[src/hdl/priority_ready_queue_scheduler_unit_macros.svh]
// Assertion macros shared by the scheduler modules.
`ifndef PRIORITY_READY_QUEUE_SCHEDULER_UNIT_MACROS_SVH
`define PRIORITY_READY_QUEUE_SCHEDULER_UNIT_MACROS_SVH
// Implication checked on every clock edge outside reset.
`define PRQS_ASSERT_IMP(label, clk, rst_n, ante, cons, msg) \
	label: assert property (@(posedge clk) disable iff (!rst_n) (ante) |-> (cons)) \
		else $error(msg);
// Implication checked in the cycle after the antecedent.
`define PRQS_ASSERT_NXT(label, clk, rst_n, ante, cons, msg) \
	label: assert property (@(posedge clk) disable iff (!rst_n) (ante) |=> (cons)) \
		else $error(msg);
`endif

[src/hdl/prqs_pkg.sv]
package prqs_pkg;
	// Sizes fixed by the 5-bit thread and priority fields of the stream beats.
	localparam int PRIORITY_LEVELS = 32;
	localparam int THREAD_SLOTS    = 32;

	typedef enum logic [1:0] {
		CMD_INSERT   = 2'd0,
		CMD_REMOVE   = 2'd1,
		CMD_YIELD    = 2'd2,
		CMD_SCHEDULE = 2'd3
	} cmd_t;

	typedef enum logic [1:0] {
		ST_OK      = 2'd0,
		ST_EMPTY   = 2'd1,
		ST_DUP     = 2'd2,
		ST_INVALID = 2'd3
	} status_t;

	typedef enum logic [2:0] {
		S_IDLE,
		S_READ,
		S_EXEC,
		S_APPEND,
		S_SCHED,
		S_OUT
	} state_t;

	// Commands from the controller to the datapath.
	typedef struct packed {
		logic capture;
		logic read;
		logic unlink;
		logic append;
		logic sched;
		logic load_out;
	} ctrl_t;

	// Status from the datapath to the controller.
	typedef struct packed {
		logic    do_op;
		logic    is_yield;
		logic    is_sched;
	} dp_stat_t;
endpackage

[src/hdl/prqs_ctrl.sv]
`include "priority_ready_queue_scheduler_unit_macros.svh"
module prqs_ctrl (
	input  logic                clk,
	input  logic                arst_n,
	input  logic                in_fire,
	input  logic                out_free,
	input  prqs_pkg::dp_stat_t  stat,
	output prqs_pkg::ctrl_t     ctrl,
	output logic                busy
);
	prqs_pkg::state_t state_q, state_d;

	always_ff @(posedge clk or negedge arst_n) begin
		if (!arst_n) begin
			state_q <= prqs_pkg::S_IDLE;
		end else begin
			state_q <= state_d;
		end
	end

	always_comb begin
		state_d = state_q;
		ctrl    = '0;
		busy    = 1'b1;
		unique case (state_q)
			prqs_pkg::S_IDLE: begin
				busy = 1'b0;
				ctrl.capture = in_fire;
				if (in_fire) begin
					state_d = prqs_pkg::S_READ;
				end
			end
			prqs_pkg::S_READ: begin
				ctrl.read = 1'b1;
				state_d = prqs_pkg::S_EXEC;
			end
			prqs_pkg::S_EXEC: begin
				if (stat.is_sched) begin
					ctrl.sched = 1'b1;
					state_d = prqs_pkg::S_OUT;
				end else if (stat.do_op) begin
					ctrl.unlink = 1'b1;
					state_d = stat.is_yield ? prqs_pkg::S_APPEND : prqs_pkg::S_OUT;
				end else begin
					state_d = prqs_pkg::S_OUT;
				end
			end
			prqs_pkg::S_APPEND: begin
				ctrl.append = 1'b1;
				state_d = prqs_pkg::S_SCHED;
			end
			prqs_pkg::S_SCHED: begin
				ctrl.sched = 1'b1;
				state_d = prqs_pkg::S_OUT;
			end
			prqs_pkg::S_OUT: begin
				if (out_free) begin
					ctrl.load_out = 1'b1;
					state_d = prqs_pkg::S_IDLE;
				end
			end
			default: state_d = prqs_pkg::S_IDLE;
		endcase
	end

	`PRQS_ASSERT_NXT(a_cap_read, clk, arst_n, ctrl.capture, state_q == prqs_pkg::S_READ,
		"capture not followed by read")
	`PRQS_ASSERT_NXT(a_app_sched, clk, arst_n, ctrl.append, ctrl.sched,
		"append not followed by schedule")
	`PRQS_ASSERT_IMP(a_idle_free, clk, arst_n, state_q == prqs_pkg::S_IDLE, !busy,
		"idle but busy")
endmodule

[src/hdl/prqs_dp.sv]
`include "priority_ready_queue_scheduler_unit_macros.svh"
module prqs_dp (
	input  logic               clk,
	input  logic               arst_n,
	input  prqs_pkg::ctrl_t    ctrl,
	input  logic [1:0]         in_cmd,
	input  logic [4:0]         in_tid,
	input  logic [4:0]         in_prio,
	output prqs_pkg::dp_stat_t stat,
	output logic               res_switch,
	output logic               res_has_prev,
	output logic [4:0]         res_prev,
	output logic [4:0]         res_next,
	output logic [31:0]        res_mask,
	output prqs_pkg::status_t  res_status
);
	localparam int TW = (prqs_pkg::THREAD_SLOTS > 1) ? $clog2(prqs_pkg::THREAD_SLOTS) : 1;
	localparam int PW = (prqs_pkg::PRIORITY_LEVELS > 1) ? $clog2(prqs_pkg::PRIORITY_LEVELS) : 1;

	// Small pointer tables; read at data-chosen addresses as flop arrays of 32 or fewer.
	logic [TW-1:0] link_next_q [prqs_pkg::THREAD_SLOTS];
	logic [TW-1:0] link_prev_q [prqs_pkg::THREAD_SLOTS];
	logic [TW-1:0] head_q [prqs_pkg::PRIORITY_LEVELS];
	logic [TW-1:0] tail_q [prqs_pkg::PRIORITY_LEVELS];
	logic [PW-1:0] prio_q [prqs_pkg::THREAD_SLOTS];
	logic [prqs_pkg::THREAD_SLOTS-1:0]    queued_q;
	logic [prqs_pkg::PRIORITY_LEVELS-1:0] ready_q;
	logic [TW-1:0] cur_q;
	logic          cur_v_q;

	logic [1:0]  cmd_q;
	logic [4:0]  tid_q, pri_q;
	// Operands read in the read state.
	logic [TW-1:0] t_q;
	logic [PW-1:0] p_q;
	logic [TW-1:0] h_q, tl_q, ln_q, lp_q;
	logic          rb_q;
	prqs_pkg::status_t st_q;
	logic          do_q;
	logic          sw_q, hp_q;
	logic [TW-1:0] pt_q;

	logic          t_ok, p_ok;
	logic [TW-1:0] t_sel;
	logic [PW-1:0] p_sel;
	logic          fe_any;
	logic [PW-1:0] fe_idx;

	assign t_ok = {27'd0, tid_q} < 32'(prqs_pkg::THREAD_SLOTS);
	assign p_ok = {27'd0, pri_q} < 32'(prqs_pkg::PRIORITY_LEVELS);

	always_comb begin
		t_sel = cur_q;
		p_sel = prio_q[cur_q];
		unique case (prqs_pkg::cmd_t'(cmd_q))
			prqs_pkg::CMD_INSERT: begin
				t_sel = tid_q[TW-1:0];
				p_sel = pri_q[PW-1:0];
			end
			prqs_pkg::CMD_REMOVE: begin
				t_sel = tid_q[TW-1:0];
				p_sel = prio_q[tid_q[TW-1:0]];
			end
			default: ;
		endcase
	end

	// Lowest set ready bit.
	always_comb begin
		fe_any = 1'b0;
		fe_idx = '0;
		for (int i = prqs_pkg::PRIORITY_LEVELS - 1; i >= 0; i--) begin
			if (ready_q[i]) begin
				fe_any = 1'b1;
				fe_idx = PW'(i);
			end
		end
	end

	assign stat.do_op      = do_q;
	assign stat.is_yield   = cmd_q == prqs_pkg::CMD_YIELD;
	assign stat.is_sched   = cmd_q == prqs_pkg::CMD_SCHEDULE;

	always_ff @(posedge clk or negedge arst_n) begin
		if (!arst_n) begin
			queued_q <= '0;
			ready_q  <= '0;
			cur_q    <= '0;
			cur_v_q  <= 1'b0;
			sw_q     <= 1'b0;
			hp_q     <= 1'b0;
			pt_q     <= '0;
			do_q     <= 1'b0;
			st_q     <= prqs_pkg::ST_OK;
		end else begin
			if (ctrl.capture) begin
				sw_q <= 1'b0;
				hp_q <= 1'b0;
				pt_q <= '0;
			end
			if (ctrl.read) begin
				do_q <= 1'b0;
				st_q <= prqs_pkg::ST_OK;
				unique case (prqs_pkg::cmd_t'(cmd_q))
					prqs_pkg::CMD_INSERT: begin
						if (!t_ok || !p_ok) begin
							st_q <= prqs_pkg::ST_INVALID;
						end else if (queued_q[tid_q[TW-1:0]]) begin
							st_q <= prqs_pkg::ST_DUP;
						end else begin
							do_q <= 1'b1;
						end
					end
					prqs_pkg::CMD_REMOVE: begin
						if (!t_ok || !queued_q[tid_q[TW-1:0]]) begin
							st_q <= prqs_pkg::ST_INVALID;
						end else begin
							do_q <= 1'b1;
						end
					end
					prqs_pkg::CMD_YIELD: begin
						if (!cur_v_q || !queued_q[cur_q]) begin
							st_q <= prqs_pkg::ST_INVALID;
						end else if (!(head_q[p_sel] == cur_q && tail_q[p_sel] == cur_q)) begin
							do_q <= 1'b1;
						end
					end
					default: ;
				endcase
			end
			if (ctrl.unlink) begin
				if (cmd_q == prqs_pkg::CMD_INSERT) begin
					queued_q[t_q] <= 1'b1;
					ready_q[p_q]  <= 1'b1;
				end else begin
					if (cmd_q == prqs_pkg::CMD_REMOVE) begin
						queued_q[t_q] <= 1'b0;
					end
					if (h_q == t_q && tl_q == t_q) begin
						ready_q[p_q] <= 1'b0;
					end
				end
			end
			if (ctrl.sched) begin
				if (!fe_any) begin
					st_q <= prqs_pkg::ST_EMPTY;
				end else if (!(cur_v_q && cur_q == head_q[fe_idx])) begin
					sw_q    <= 1'b1;
					hp_q    <= cur_v_q;
					pt_q    <= cur_v_q ? cur_q : '0;
					cur_q   <= head_q[fe_idx];
					cur_v_q <= 1'b1;
				end
			end
		end
	end

	// Payload registers and link tables.
	always_ff @(posedge clk) begin
		if (ctrl.capture) begin
			cmd_q <= in_cmd;
			tid_q <= in_tid;
			pri_q <= in_prio;
		end
		if (ctrl.read) begin
			t_q  <= t_sel;
			p_q  <= p_sel;
			h_q  <= head_q[p_sel];
			tl_q <= tail_q[p_sel];
			ln_q <= link_next_q[t_sel];
			lp_q <= link_prev_q[t_sel];
			rb_q <= ready_q[p_sel];
		end
		if (ctrl.unlink) begin
			if (cmd_q == prqs_pkg::CMD_INSERT) begin
				// The priority is recorded only once the insert is known to be accepted.
				prio_q[t_q] <= p_q;
				if (rb_q) begin
					link_next_q[tl_q] <= t_q;
					link_prev_q[t_q]  <= tl_q;
				end else begin
					head_q[p_q] <= t_q;
				end
				tail_q[p_q] <= t_q;
			end else if (h_q == t_q && tl_q == t_q) begin
			end else if (h_q == t_q) begin
				head_q[p_q] <= ln_q;
			end else if (tl_q == t_q) begin
				tail_q[p_q] <= lp_q;
			end else begin
				link_next_q[lp_q] <= ln_q;
				link_prev_q[ln_q] <= lp_q;
			end
		end
		if (ctrl.append) begin
			// Yield re-append: queue is non-empty since the thread was not alone.
			link_next_q[tail_q[p_q]] <= t_q;
			link_prev_q[t_q]         <= tail_q[p_q];
			tail_q[p_q]              <= t_q;
		end
	end

	always_comb begin
		res_switch   = sw_q;
		res_has_prev = hp_q;
		res_prev     = 5'(pt_q);
		res_next     = cur_v_q ? 5'(cur_q) : 5'd0;
		res_mask     = 32'(ready_q);
		res_status   = st_q;
	end

	`PRQS_ASSERT_IMP(a_ready_q, clk, arst_n, queued_q == '0, ready_q == '0,
		"ready bit without queued thread")
	`PRQS_ASSERT_NXT(a_sw_cur, clk, arst_n, ctrl.sched && fe_any, cur_v_q,
		"schedule left no current thread")
	`PRQS_ASSERT_IMP(a_hp_sw, clk, arst_n, hp_q, sw_q,
		"has_prev without switch")
endmodule

[src/hdl/priority_ready_queue_scheduler_unit.sv]
// An accepted command passes the read and execute steps of the controller over the link tables,
// then waits in the output step for a free output register; a yield that moves the thread takes
// the append and schedule steps between execute and output. A new beat is taken only while idle.
// A finished result waits in the output register while the next beat is accepted.
// Reset (arst_n low) clears the queued flags, ready bitmap, current thread and the handshake;
// the link and head/tail tables are not cleared and hold only what commands have written.
`include "priority_ready_queue_scheduler_unit_macros.svh"
module priority_ready_queue_scheduler_unit (
	input  logic        clk,
	input  logic        arst_n,
	input  logic        s_tvalid,
	output logic        s_tready,
	input  logic [15:0] s_tdata,  // [1:0] cmd, [6:2] thread_id, [11:7] priority_req
	output logic        m_tvalid,
	input  logic        m_tready,
	output logic [47:0] m_tdata   // [0] switch_req, [1] has_prev, [6:2] prev_tid,
	                              // [11:7] next_tid, [43:12] ready_mask, [45:44] status
);
	prqs_pkg::ctrl_t    ctrl;
	prqs_pkg::dp_stat_t stat;
	logic               busy;
	logic               in_fire;
	logic               out_free;
	logic               r_sw, r_hp;
	logic [4:0]         r_pt, r_nt;
	logic [31:0]        r_mask;
	prqs_pkg::status_t  r_st;
	logic [47:0]        out_q;
	logic               out_v_q;

	assign s_tready = !busy;
	assign in_fire  = s_tvalid && s_tready;
	// The output register is free when empty or being drained this cycle.
	assign out_free = !out_v_q || m_tready;

	prqs_ctrl u_ctrl (
		.clk      (clk),
		.arst_n   (arst_n),
		.in_fire  (in_fire),
		.out_free (out_free),
		.stat     (stat),
		.ctrl     (ctrl),
		.busy     (busy)
	);

	prqs_dp u_dp (
		.clk          (clk),
		.arst_n       (arst_n),
		.ctrl         (ctrl),
		.in_cmd       (s_tdata[1:0]),
		.in_tid       (s_tdata[6:2]),
		.in_prio      (s_tdata[11:7]),
		.stat         (stat),
		.res_switch   (r_sw),
		.res_has_prev (r_hp),
		.res_prev     (r_pt),
		.res_next     (r_nt),
		.res_mask     (r_mask),
		.res_status   (r_st)
	);

	always_ff @(posedge clk or negedge arst_n) begin
		if (!arst_n) begin
			out_v_q <= 1'b0;
		end else if (ctrl.load_out) begin
			out_v_q <= 1'b1;
		end else if (m_tready) begin
			out_v_q <= 1'b0;
		end
	end

	always_ff @(posedge clk) begin
		if (ctrl.load_out) begin
			out_q <= {2'b00, r_st, r_mask, r_nt, r_pt, r_hp, r_sw};
		end
	end

	assign m_tvalid = out_v_q;
	assign m_tdata  = out_q;

	`PRQS_ASSERT_IMP(a_load_free, clk, arst_n, ctrl.load_out, out_free,
		"result overwrote an untaken beat")
	`PRQS_ASSERT_IMP(a_fire_idle, clk, arst_n, in_fire, ctrl.capture,
		"accepted beat not captured")
	`PRQS_ASSERT_NXT(a_load_valid, clk, arst_n, ctrl.load_out, m_tvalid,
		"loaded result not presented")
endmodule
[config.mk]
export PLATFORM = sky130hd
export DESIGN_NAME = priority_ready_queue_scheduler_unit
export DESIGN_NICKNAME = d
export VERILOG_FILES = /design/src/hdl/prqs_pkg.sv /design/src/hdl/prqs_ctrl.sv /design/src/hdl/prqs_dp.sv /design/src/hdl/priority_ready_queue_scheduler_unit.sv
export VERILOG_INCLUDE_DIRS = /design/src /design/src/hdl
export SDC_FILE = /design/constraint.sdc
export NUM_CORES = 2
export LEC_CHECK = 0
export BUFFER_PORTS_ARGS = -buffer_cell sky130_fd_sc_hd__clkbuf_2
export CAP_MARGIN = 20
export CORE_MARGIN = 8
export CORE_UTILIZATION = 40
export CTS_CLUSTER_DIAMETER = 50
export DETAILED_ROUTE_END_ITERATION = 8
export GPL_TIMING_DRIVEN = 0
export PLACE_DENSITY_LB_ADDON = 0.05
export SYNTH_ARGS = -nofsm -noshare
export SYNTH_HDL_FRONTEND = slang
export SYNTH_SLANG_ARGS = --single-unit
[constraint.sdc]
create_clock -name clk -period 6 [get_ports clk]
set_input_delay 1.2 -clock clk [delete_from_list [all_inputs] [get_ports clk]]
set_output_delay 1.2 -clock clk [all_outputs]
set_load 0.05 [all_outputs]
==> impl_metrics.csv <==
group,metric,value,unit
status,status,"finished clean",
die,die_w,351.7,um
synthesis,synth.avg_cell_area,13.46,sq um
worst_setup_path,slowest_stage,"nor2_4",
place,dp_hpwl,115700,um
detailed_routing,wl_per_cell,30.84,um
detailed_routing,maxUsedRoutingLayer,"met4",
finish,finalNonFillerCells,5176,
detailed_routing,route.met2.wl,71610,um
worst_setup_path,crit_type,"flip-flop to flip-flop",
die,initial_core_util,40.19,%
min_path,hold-path-endpoint,"m_tdata[5]",
die,ioPinCount,70,
detailed_routing,drtIter0Drc,3772,
clock_tree,clk_path_buf_depth,3,
worst_setup_path,start_kind,"flip-flop",
die,die_h,351.7,um
finish,nets,3595,
worst_setup_path,r2r-start,"u_dp.cmd_q[1]",
timing,period_needed,5.823,ns
min_path,hold_path_class,"flip-flop to flip-flop",
synthesis,synth_top_area_cell,"edfxtp_1",
timing,tightest_slew,1.235,ns
finish,seq_area,0.02900,sq mm
timing,setup_ws,0.1771,ns
worst_setup_path,cp_max_fo,10,
worst_setup_path,r2r_slack,0.18,ns
worst_setup_path,r2r_cells,15,
worst_setup_path,worst-path-stages,15,
clock_tree,cts_tree,"yes",
grt,grt_max_degree,47,
timing,hold_slack,0.4800,ns
clock_tree,clock_latency,0.73,ns
timing,drv_slew,0,
worst_setup_path,cp-end-kind,"flip-flop",
detailed_routing,vias,31500,
place,place_ws,0.05791,ns
timing,setup-violations-final,0,
grt,grt_pass1_vias,30980,
synthesis,syn_area,0.04509,sq mm
die,fp-row-count,123,
synthesis,synthFlopType,"edfxtp_1",
place,dp_cells,4936,
synthesis,ys_seq_area_share,64.31,%
clock_tree,cts_made_buffers,131,
synthesis,async_reset_ff_share,8.545,%
worst_setup_path,path_buf_inv,3,
timing,rsz0062_at_grt,"no",
timing,fin_worst_skew,0.02969,ns
min_path,hold-path-cell-count,0,
place,io_buffers,63,
worst_setup_path,worstPathRequired,6.60,ns
power_and_ir_drop,vdd_drop_max,371.8,uV
die,core,0.1122,sq mm
worst_setup_path,cpPeakStageDelay,0.75,ns
detailed_routing,drc,0,
job,drv_cap,0,
detailed_routing,wl_met1,67340,um
worst_setup_path,r2r-end,"u_dp.do_q",
synthesis,yosys_warnings,0,
grt,grt_usage,25.47,%
synthesis,synth_edf_count,889,
finish,drive_above_1_share,16.49,%
finish,multiInputGateArea,0.01489,sq mm
worst_setup_path,arrival,6.42,ns
clock_tree,clk_pin_slew,0.06,ns
detailed_routing,drtAntennaViolNets,0,
grt,antenna_found_initial,7,
worst_setup_path,cpLargestDelayFamily,"simple AND/OR/NAND/NOR gates",
detailed_routing,drtPass1Iterations,6,
detailed_routing,wirelength,159600,um
clock_tree,clkSinkCount,983,
min_path,min_from,"u_dp.res_prev[3]",
detailed_routing,vias_per_cell,6.086,
synthesis,synthDistinctLibCells,90,
grt,grt_pass1_wl,226000,um
clock_tree,clockRootBuffer,"clkbuf_16",
synthesis,synth_top_cell_area_share,59.21,%
synthesis,synth_area_leaders,"edfxtp_1, mux4_2, nand2_1",
worst_setup_path,crit_chain,"clkbuf_1 -> or2_2 -> clkbuf_1 -> nor2_1 -> a211oi_1 -> nand4_1 -> nor2_4 -> buf_2 -> a32oi_1 -> a31oi_1 -> a21oi_1 -> and3_1 -> or3_1 -> a22oi_1 -> a21oi_1",
synthesis,ys_ff_latch,983,
clock_tree,h-tree-depth,4,
die,die-area,0.1237,sq mm
timing,hold_viol,0,
detailed_routing,wl_met3,15060,um
timing,clock.fmax,171.7,MHz
timing,maxSlewHeadroom,17.64,%
power_and_ir_drop,leakagePower,0.01776,uW
synthesis,synth_cells,3350,
place,gp_congestion,0.9207,
grt,overflow,0,
power_and_ir_drop,powerDensity,552.5,mW/mm^2
timing,period_share,97.05,%
finish,area_delta_synth_final,15.97,%
finish,fillers,9897,
sequential cells by signal (all words and copies together), names as in the netlist, 46 cells and up, named ones only:
register          flops
m_tdata              46
u_dp.head_q         160
u_dp.link_next_q    160
u_dp.link_prev_q    160
u_dp.prio_q         160
u_dp.tail_q         160
metrics by stage:
step | TNS (ns) | cell area, sq um | power [uW] | utilization (%)
finish | 0 | 52290 | 28890 | 46.61
detailed placement | 0 | 47790 | 20870 | 42.60
floorplan | 0 | 45090 | 15520 | -
global placement | -768.47 | 47290 | 20540 | 42.15
global route | 0 | 52290 | 29800 | 46.61
CTS | 0 | 52170 | 28710 | 46.50
layer usage:
metal / GRT usage, % / vias up
met5: 0 / -
met1: 35.91 / 16090
met2: 38.96 / 1729
li1: - / 13350
met4: 8.928 / 0
met3: 5.599 / 333
Yosys cell counts (all sizes together) (7+ instances only):
master  count
o31ai      70
o311ai     11
or2         7
xnor2      10
o211ai     19
mux2i     177
nand3     135
edfxtp    889
dfrtp      84
buf       104
nor2b      17
a31oi      21
mux4      161
nand2     642
or3        14
a211oi     16
inv        31
a21boi      7
mux2       32
a311o      10
nand3b      8
and2       12
and3       81
nor3       27
o21ai     124
nand4      14
a311oi     81
a21oi      37
dfxtp      10
a22oi      12
nand2b     15
nor2      223
clkbuf    134
a32oi      33
placed cells by master (no fill, tap or decap), types with 11 or more instances in the layout:
cell and count:
a21oi_1 36, bufinv_16 13, and3_1 79, mux2_2 32
a22oi_1 11, clkinv_1 15, buf_4 28, inv_1 25
nand4_1 14, buf_6 19, nand2b_1 15, buf_1 25
buf_2 39, a311oi_1 80, a32oi_1 33, clkbuf_2 62
buf_16 11, nand3_1 135, nand2_1 641, or3_1 14
mux2i_1 175, o21ai_0 110, and2_1 11, dfrtp_1 84
clkinvlp_4 11, clkbuf_1 153, nor2b_1 17, a211oi_1 14
clkinv_2 12, edfxtp_1 889, mux4_2 161, o211ai_1 18
nor2_1 219, a31oi_1 21, nor3_1 25, o31ai_1 70
clkbuf_16 139
logic make-up after synthesis:
kind of cell    count (synthesis)  share of synthesized area (%)
mux                           370                          12.77
flops                         983                          64.31
xor+xnor                       14                         0.2719
buf+inv                       271                          2.839
other cells                     1                       0.008317
simple gates                 1213                          11.77
compound gates                498                          8.028
worst max path at each step:
stage	startpoint	to	slack, ns
after CTS	u_dp.cmd_q[1]	u_dp.do_q	0.01
after detailed placement	u_dp.cur_q[3]	u_dp.do_q	0.06
after global placement	flip-flop	u_dp.link_next_q[29][0]	-4.28
final	u_dp.cmd_q[1]	u_dp.do_q	0.18
after global routing	u_dp.cmd_q[1]	u_dp.do_q	0.08
after floorplan	flip-flop	u_dp.link_next_q[31][0]	1.44
cell type report:
cell class,instances,area share [%]
timing repair buffer,91,1.656
clock buffer,160,6.841
multi-input combinational,2097,28.47
clock inverter,72,1.531
buffer,238,2.211
tap,1500,3.589
inverter,33,0.2369
sequential,983,55.45
antenna,2,0.009571
report_power, final:
group | internal (uW) | switching (uW)
combinational | 3620 | 8660
sequential | 8550 | 228
clock | 4820 | 3010
total | 17000 | 11900
what timing repair did:
action,4_1_cts,5_1_grt
hold endpoints to repair,0,0
hold buffers,0,0
setup endpoints to repair,0,1
setup buffers,0,2
resized for setup,0,2
Power figures use the tool's default switching activity.
